## src/sv/ffsa_pkg.sv

```systemverilog
//------------------------------------------------------------------------------
// ffsa_pkg
// Shared types and codes for the free frame stack allocator.
//------------------------------------------------------------------------------
`default_nettype none
package ffsa_pkg;
   typedef enum logic [1:0] {
      ACT_PROTECT = 2'd0,
      ACT_ADD     = 2'd1,
      ACT_ALLOC   = 2'd2,
      ACT_FREE    = 2'd3
   } action_type;

   typedef enum logic [1:0] {
      ST_OK         = 2'd0,
      ST_OUT_OF_MEM = 2'd1,
      ST_NO_ROOM    = 2'd2,
      ST_TABLE_FULL = 2'd3
   } status_type;

   typedef struct packed {
      action_type  action;
      logic [31:0] address;
      logic [31:0] length;
   } req_type;

   typedef struct packed {
      logic [31:0] frame_address;
      status_type  status;
      logic [10:0] frames_added;
   } rsp_type;
endpackage
`default_nettype wire

```

## src/sv/ffsa_queue.sv

```systemverilog
//------------------------------------------------------------------------------
// ffsa_queue
// Two-entry queue between the front and back parts.
//------------------------------------------------------------------------------
`default_nettype none
module ffsa_queue
   import ffsa_pkg::*;
(
   input  wire logic    clock,
   input  wire logic    reset,
   input  wire logic    push,
   input  req_type      push_data,
   output logic         not_full,
   input  wire logic    pop,
   output req_type      pop_data,
   output logic         not_empty
);
   req_type    mem_ff [2];
   logic       wptr_ff, wptr_in, rptr_ff, rptr_in;
   logic [1:0] cnt_ff, cnt_in;

   assign not_full  = (cnt_ff != 2'd2);
   assign not_empty = (cnt_ff != 2'd0);
   assign pop_data  = mem_ff[rptr_ff];

   always_comb begin
      wptr_in = wptr_ff ^ push;
      rptr_in = rptr_ff ^ pop;
      cnt_in  = cnt_ff + {1'b0, push} - {1'b0, pop};
   end

   always_ff @(posedge clock) begin
      if (reset) begin
         wptr_ff <= 1'b0;
         rptr_ff <= 1'b0;
         cnt_ff  <= 2'd0;
      end else begin
         wptr_ff <= wptr_in;
         rptr_ff <= rptr_in;
         cnt_ff  <= cnt_in;
      end
      if (push) mem_ff[wptr_ff] <= push_data;
   end
endmodule
`default_nettype wire

```

## config.mk

```make
export PLATFORM = sky130hd
export DESIGN_NAME = ffsa_queue
export DESIGN_NICKNAME = d
export VERILOG_FILES = /design/src/sv/ffsa_pkg.sv /design/src/sv/ffsa_queue.sv
export SDC_FILE = /design/constraint.sdc
export NUM_CORES = 1
export LEC_CHECK = 0
export ABC_AREA = 1
export BUFFER_PORTS_ARGS = -buffer_cell sky130_fd_sc_hd__buf_2
export CORE_ASPECT_RATIO = 1.75
export CORE_MARGIN = 3
export CORE_UTILIZATION = 58
export CTS_BUF_LIST = sky130_fd_sc_hd__clkbuf_8
export DETAILED_ROUTE_END_ITERATION = 10
export PLACE_DENSITY = 0.94
export SETUP_SLACK_MARGIN = 0.1
export SLEW_MARGIN = 20
export SYNTH_ARGS = -nofsm -noshare
export SYNTH_HDL_FRONTEND = slang
export SYNTH_SLANG_ARGS = --single-unit
```

## constraint.sdc

```tcl
create_clock -name clock -period 4.25 [get_ports clock]
set_input_delay 0.85 -clock clock [delete_from_list [all_inputs] [get_ports clock]]
set_output_delay 0.85 -clock clock [all_outputs]
set_load 0.1 [all_outputs]
```

# ---- Word-level counts from Yosys, hierarchy flattened
# Memory sizes are Yosys's and may differ from the RTL's. A register that Yosys moved wholly into a read port is not among the register bits.
# Cells that the tools add are included.
dict set report classes {
  n_addsub 2
  n_bitwise 2
  eq_ne 1
  mux 3
  n_reduce_logical 1
}
# cell n
set op_table {}
lappend op_table {{$mux 1} 3}
lappend op_table {{$add 2x1->2} 1}
lappend op_table {{$ne 2x2->1 const B} 1}
lappend op_table {{$reduce_bool 2->1} 1}
lappend op_table {{$sub 2x1->2} 1}
lappend op_table {{$xor 1x1->1} 2}
dict set report totals {
  ramBits 132
  memories 1
  elab_cells 13
  register_bits 4
  in_bits 70
  out_inout_bits 68
}
# memory depth word_bits rd rd_ports_with_merged_regs wr line
set mem_list {}
lappend mem_list {mem_ff 2 66 1 1 1 ffsa_queue.sv:18} ;# req_type mem_ff [2];

# ---- Longest topological paths before layout
# Gate-level depths: netlist of run 1.
dict set report depth {
  depth_word 2
  ltp_mapped 9
  mapped_depth_nobuf 9
}

# ---- Least setup slack after synthesis of run 1
# OpenSTA, ideal clock, no wires.
dict set report synth_timing {
  kind {input to register}
  startpoint {input port push}
  endpoint {memory mem_ff[0][0] (netlist bit) (enable)}
  slack_ns 1.370
  path_stages 1
  n_path_buf 0
  required_ns 3.819
  arrival_time_ns 2.449
  setup_time_ns 0.431
  path_cell_list {ha_1}
}
dict set report synth_via {
  elab_chain_cells 2
}
# item line
set synth_lines {}
lappend synth_lines {{start: declaration} ffsa_queue.sv:11} ;# input wire logic push,
lappend synth_lines {{$mux 1} ffsa_queue.sv:42} ;# if (push) mem_ff[wptr_ff] <= push_data;
lappend synth_lines {{$mux 1 (not written as such)} ffsa_queue.sv:42}
lappend synth_lines {{end: declaration} ffsa_queue.sv:18}
# Every way passes these cells.

==> results.toml, run 1 <==
[cts]
cts_hold_buffers = 0
htreeDepth = 4
numCtsBuffers = 17
clk-insertion-delay-late_ps = 410
cts_tree = "done"
cts-root-buf = "clkbuf_8"
cts_buffer_depth = 2
cts_sinks = 136
postCtsSetupBuffers = 0
clkTransAtPathRegs_ps = 60
cts-resized-gates = 0

[logic_synthesis]
synthDistinctLibCells = 14
netlist_area_um2 = 5080
syn_inst = 232
yosysWarnings = 0
syn_avg_cell_area_um2 = 21.9
ys_seq_area_frac = 0.795
syn_nets = 306
ys_ff_latch = 136

[worst_setup_path]
startpoint = "rptr_ff$_SDFF_PP0_"
arrival_ps = 2230
r2r_end = "mem_ff[0][6]$_DFFE_PP_"
critPathMaxFanout = 67
max_stage_delay_ps = 1040
slowest_stage = "dfxtp_4"
critPathCaptureType = "output pin"
crit_end = "pop_data[2]"
rrSetupSlack_ps = 2640
worstReg2RegStart = "wptr_ff$_SDFF_PP0_"
worstPathCellList = "mux2_2 > buf_2"
required_ps = 3400
cp-start-kind = "register"
crit_type = "register to output pin"
rr_worst_depth = 3

[floorplanning]
initial_core_util = 0.604
rows = 44
ios = 138
core_area_um2 = 8420
fp.dieH_um = 130
die_w_um = 76.8
die_area_um2 = 9970

[detailed_routing]
dr.pass1.iters = 4
antenna_left = 0
num_vias = 2547
routed_wl_mm = 8.62
wl_per_cell_um = 17.0
vias_per_cell = 5.02
drt_iter0_markers = 149
drc_errors = 0

[timing]
layout_min_cycle_time_ps = 3080
rsz0062_at_grt = "no"
finalHoldViolCount = 0
drv_slew = 0
period_share = 0.725
tightest_slew_ps = 1040
finClkSkew_ps = 4.54
tns_ps = 0
setup_violations = 0
slew-limit-headroom = 0.305
fmax_mhz = 324

[power_and_ir_drop]
finalPower_uw = 3330
p_per_area_nw_per_um2 = 535
p_leak_uw = 0.00244
peakVddDrop_mv = 0.413

[finish]
fin_nets = 457
antenna_cells = 0
layout.cells.non_filler = 507
final_layout_size_suffix_gt1_frac = 0.582
area_growth_pct = 22.1

[place]
place_inst = 479
numPortBuffers = 137
globalplace.congestion = 0.676
dp_hpwl_mm = 5.84

[global_routing]
grt_max_degree = 68
grt-ovfl-total = 0
grt_pass1_vias = 2790
track_usage = 0.183
antenna_found_initial = 0
grt_pass1_wl_mm = 13.5

[flow_run]
cap_viol_max_count = 0

[min_path]
hold_class = "register to register"

[status]
status = "complete, no violations"
[power by group]
part | switching [µW] | internal, µW | total (µW)
logic | 650 | 168 | 818
registers | 47.6 | 1570 | 1610
clock network | 405 | 489 | 894
[cell families after synthesis]
kind of cell | count (synthesis) | synth area share
flip-flops | 136 | 0.795
multiplexers | 66 | 0.168
buffers and inverters | 14 | 0.0162
AND/OR/NAND/NOR | 10 | 0.00763
adder cells (fa/ha/maj) | 4 | 0.00984
AO/OA/AOI/OAI | 1 | 0.000983
XOR/XNOR | 1 | 0.00172
[metrics by stage]
stage | cell area (µm²) | setup WS (ps) | util | hold WS [ps]
after floorplan | 5080 | 1370 | - | 519
final | 6210 | 1170 | 0.737 | 584
after global placement | 5880 | 1610 | 0.698 | 548
after detailed placement | 5880 | 1580 | 0.698 | 582
after global routing | 6210 | 1020 | 0.737 | 586
after CTS | 6210 | 1110 | 0.737 | 589
[worst max-delay path, delay by kind of cell, from the launching register on]
family	cells	cell delay, ps
buf+inv	1	420
mux	1	330
flops	1	1040
[how the worst min path moves through the flow]
stage / startpoint / endpoint / slack [ps] / cells past startpoint
2_1_floorplan: wptr_ff$_SDFF_PP0_ / wptr_ff$_SDFF_PP0_ / 520 / 3
3_3_place_gp: cnt_ff[1]$_SDFF_PP0_ / cnt_ff[1]$_SDFF_PP0_ / 550 / 3
3_5_place_dp: wptr_ff$_SDFF_PP0_ / wptr_ff$_SDFF_PP0_ / 580 / 3
4_1_cts: push_data[26] / mem_ff[1][26]$_DFFE_PP_ / 590 / 1
5_1_grt: push_data[4] / mem_ff[0][4]$_DFFE_PP_ / 590 / 1
6_report: wptr_ff$_SDFF_PP0_ / wptr_ff$_SDFF_PP0_ / 580 / 3
[registers in the layout (all words and copies together) (netlist names)]
name and flops:
cnt_ff 2, mem_ff 132, rptr_ff 1, wptr_ff 1
[metal layers]
| metal | GRT usage | share of wire | up-vias |
|---|---|---|---|
| met5 | 0 | 0 | - |
| met4 | 0.0683 | 0.015 | 0 |
| met3 | 0.0836 | 0.072 | 14 |
| met2 | 0.330 | 0.57 | 84 |
| met1 | 0.185 | 0.34 | 1245 |
| li1 | - | - | 1204 |
[cells in the mapped netlist]
| cell | instances | area share |
|---|---|---|
| a21oi_1 | 1 | 0.00098 |
| buf_2 | 3 | 0.0030 |
| buf_4 | 1 | 0.0015 |
| buf_6 | 3 | 0.0066 |
| dfxtp_1 | 4 | 0.016 |
| edfxtp_1 | 132 | 0.78 |
| ha_1 | 4 | 0.0098 |
| inv_1 | 7 | 0.0052 |
| mux2_2 | 36 | 0.080 |
| mux2_4 | 30 | 0.089 |
| nand2_1 | 5 | 0.0037 |
| nand3_1 | 1 | 0.00098 |
| nor2_1 | 4 | 0.0030 |
| xnor2_1 | 1 | 0.0017 |
[area by class of cell]
type | instances | area (µm²)
clock buffer | 17 | 234
timing repair buffer | 139 | 701
sequential | 136 | 4050
clock inverter | 11 | 95.1
multi-input combinational | 82 | 963
inverter | 7 | 26.3
fill | 520 | 2210
tap | 115 | 144
[placed cells by master (no fill, tap or decap)]
cell type / synthesis / routed
mux2_2: 36 / 36
clkbuf_8: 0 / 17
clkinv_1: 0 / 5
ha_2: 0 / 2
nor2_1: 4 / 4
buf_2: 3 / 137
nand3_1: 1 / 1
ha_1: 4 / 2
bufinv_16: 0 / 2
edfxtp_1: 132 / 132
dfxtp_1: 4 / 3
inv_1: 7 / 10
clkinv_2: 0 / 1
mux2_4: 30 / 30
xnor2_1: 1 / 1
nand2_1: 5 / 5
dfxtp_4: 0 / 1
buf_4: 1 / 2
a21oi_1: 1 / 1
Note: power is estimated with default switching activity, not from simulation.
==> run 2, diff against run 1 <==
--- a/config.mk
+++ b/config.mk
@@ -9,10 +9,10 @@
 export BUFFER_PORTS_ARGS = -buffer_cell sky130_fd_sc_hd__buf_2
 export CORE_ASPECT_RATIO = 1.75
 export CORE_MARGIN = 3
-export CORE_UTILIZATION = 58
+export CORE_UTILIZATION = 49
 export CTS_BUF_LIST = sky130_fd_sc_hd__clkbuf_8
 export DETAILED_ROUTE_END_ITERATION = 10
-export PLACE_DENSITY = 0.94
+export PLACE_DENSITY = 0.85
 export SETUP_SLACK_MARGIN = 0.1
 export SLEW_MARGIN = 20
 export SYNTH_ARGS = -nofsm -noshare
==> constraint.sdc (replaced) <==
create_clock -name clock -period 2.72 [get_ports clock]
set_input_delay 0.544 -clock clock [delete_from_list [all_inputs] [get_ports clock]]
set_output_delay 0.544 -clock clock [all_outputs]
set_load 0.1 [all_outputs]
==> run 2 against run 1 <==
First-iteration DRC count shrank 16%. Register-to-register slack lost 1400 ps. Flip-flop and latch count is the same. Setup slack lost 960 ps. Sequential share of layout area shrank 1.7 points. Critical path type unchanged.
==> results.toml, run 2 (synthesis results as in run 1) <==
[timing]
tns_ps = 0
drv_slew = 0
tightest_slew_ps = 519
fmax_mhz = 398
period_share = 0.924
setup_violations = 0
finClkSkew_ps = 6.23
finalHoldViolCount = 0
slew-limit-headroom = 0.656
layout_min_cycle_time_ps = 2510
rsz0062_at_grt = "no"

[power_and_ir_drop]
switching_share = 0.332
p_leak_uw = 0.00249
p_per_area_nw_per_um2 = 848
switching_power_uw = 1800
power_frac_clock = 0.294
seq_power_share = 0.460
peakVddDrop_mv = 0.507
combPwrFrac = 0.246
cellInternalPower_uw = 3610

[place]
globalplace.congestion = 0.743
dp_hpwl_mm = 6.32
numPortBuffers = 137

[floorplanning]
rows = 48
initial_core_util = 0.510
fp.dieH_um = 141
die_area_um2 = 11700
ios = 138
core_area_um2 = 9970
die_w_um = 83.0

[global_routing]
antenna_found_initial = 2
grt_pass1_wl_mm = 14.0
grt_max_degree = 53
track_usage = 0.161
grt_pass1_vias = 2741
grt-ovfl-total = 0

[cts]
cts_buffer_depth = 2
htreeDepth = 4
postCtsSetupBuffers = 0
cts-root-buf = "clkbuf_8"
cts_sinks = 136
cts_hold_buffers = 0
cts-resized-gates = 0
cts_tree = "done"
clkTransAtPathRegs_ps = 70
numCtsBuffers = 17
clk-insertion-delay-late_ps = 410

[worst_setup_path]
critPathCaptureType = "output pin"
required_ps = 2180
critPathMaxFanout = 23
arrival_ps = 1970
crit_type = "register to output pin"
slowest_stage = "dfxtp_4"
max_stage_delay_ps = 610
worstPathCellList = "buf_4 > mux2_2 > buf_2"
cp-start-kind = "register"

[finish]
multi_input_area_um2 = 963
area_growth_pct = 25.4
nFillCells = 738
most-common-layout-cells = "buf_2 (137), edfxtp_1 (132), mux2_2 (36)"
regArea_um2 = 4050
largest_reg_flops = 132
fin_nets = 461
post-route-util = 0.640
final_common_cell = "buf_2"
largest_register = "mem_ff"
reg_top3 = "mem_ff (132), cnt_ff (2)"
final_layout_size_suffix_gt1_frac = 0.600

[detailed_routing]
antenna_left = 0
drc_errors = 0
vias_per_cell = 4.91
wl_per_cell_um = 17.2
num_vias = 2594
dr.pass1.iters = 4
drt_iter0_markers = 125
routed_wl_mm = 9.06

[min_path]
hold_class = "input port to register"

[flow_run]
cap_viol_max_count = 0

[status]
status = "complete, no violations"
[run 2: worst paths after layout]
check	from	endpoint	slack, ps	cells past startpoint
max	rptr_ff$_SDFF_PP0_	pop_data[65]	210	3
min	push_data[20]	mem_ff[0][20]$_DFFE_PP_	310	1
max reg2reg	wptr_ff$_SDFF_PP0_	mem_ff[1][36]$_DFFE_PP_	1260	2
min reg2reg	wptr_ff$_SDFF_PP0_	wptr_ff$_SDFF_PP0_	570	3
[run 2: critical path: cells and delay by family, from the launching register on]
kind / cells / cell delay (ps)
flops: 1 / 610
mux: 1 / 350
buf+inv: 2 / 580
[run 2: stage by stage]
| step | power, µW | worst slack [ps] | std cells | area (µm²) | hold WS (ps) |
|---|---|---|---|---|---|
| detailed placement | 3880 | 634 | 493 | 5970 | 563 |
| global route | 5610 | 105 | 527 | 6370 | 267 |
| global placement | 3850 | 638 | 493 | 5970 | 548 |
| floorplan | 3650 | 146 | 232 | 5080 | 519 |
| finish | 5410 | 207 | 528 | 6380 | 310 |
| CTS | 5470 | 158 | 525 | 6370 | 268 |
[run 2: power groups by stage]
stage	registers, µW	clock network (µW)	logic (µW)
finish	2490	1590	1330
global route	2500	1730	1380
global placement	2530	0	1320
detailed placement	2540	0	1340
CTS	2490	1630	1340
floorplan	2520	0	1130
[run 2: area by class of cell]
type | instances | share of cell area
clock buffer | 17 | 0.0367
sequential | 136 | 0.635
tap | 125 | 0.0245
antenna | 3 | 0.00118
clock inverter | 15 | 0.0251
multi-input combinational | 82 | 0.151
inverter | 7 | 0.00412
timing repair buffer | 143 | 0.122
[run 2: per-layer routing]
layer  GRT usage  share of wire  up-vias
li1            -              -     1218
met1       0.154           0.34     1267
met2       0.291           0.58       92
met3      0.0567          0.049       17
met4      0.0956          0.029        0
met5           0              0        -
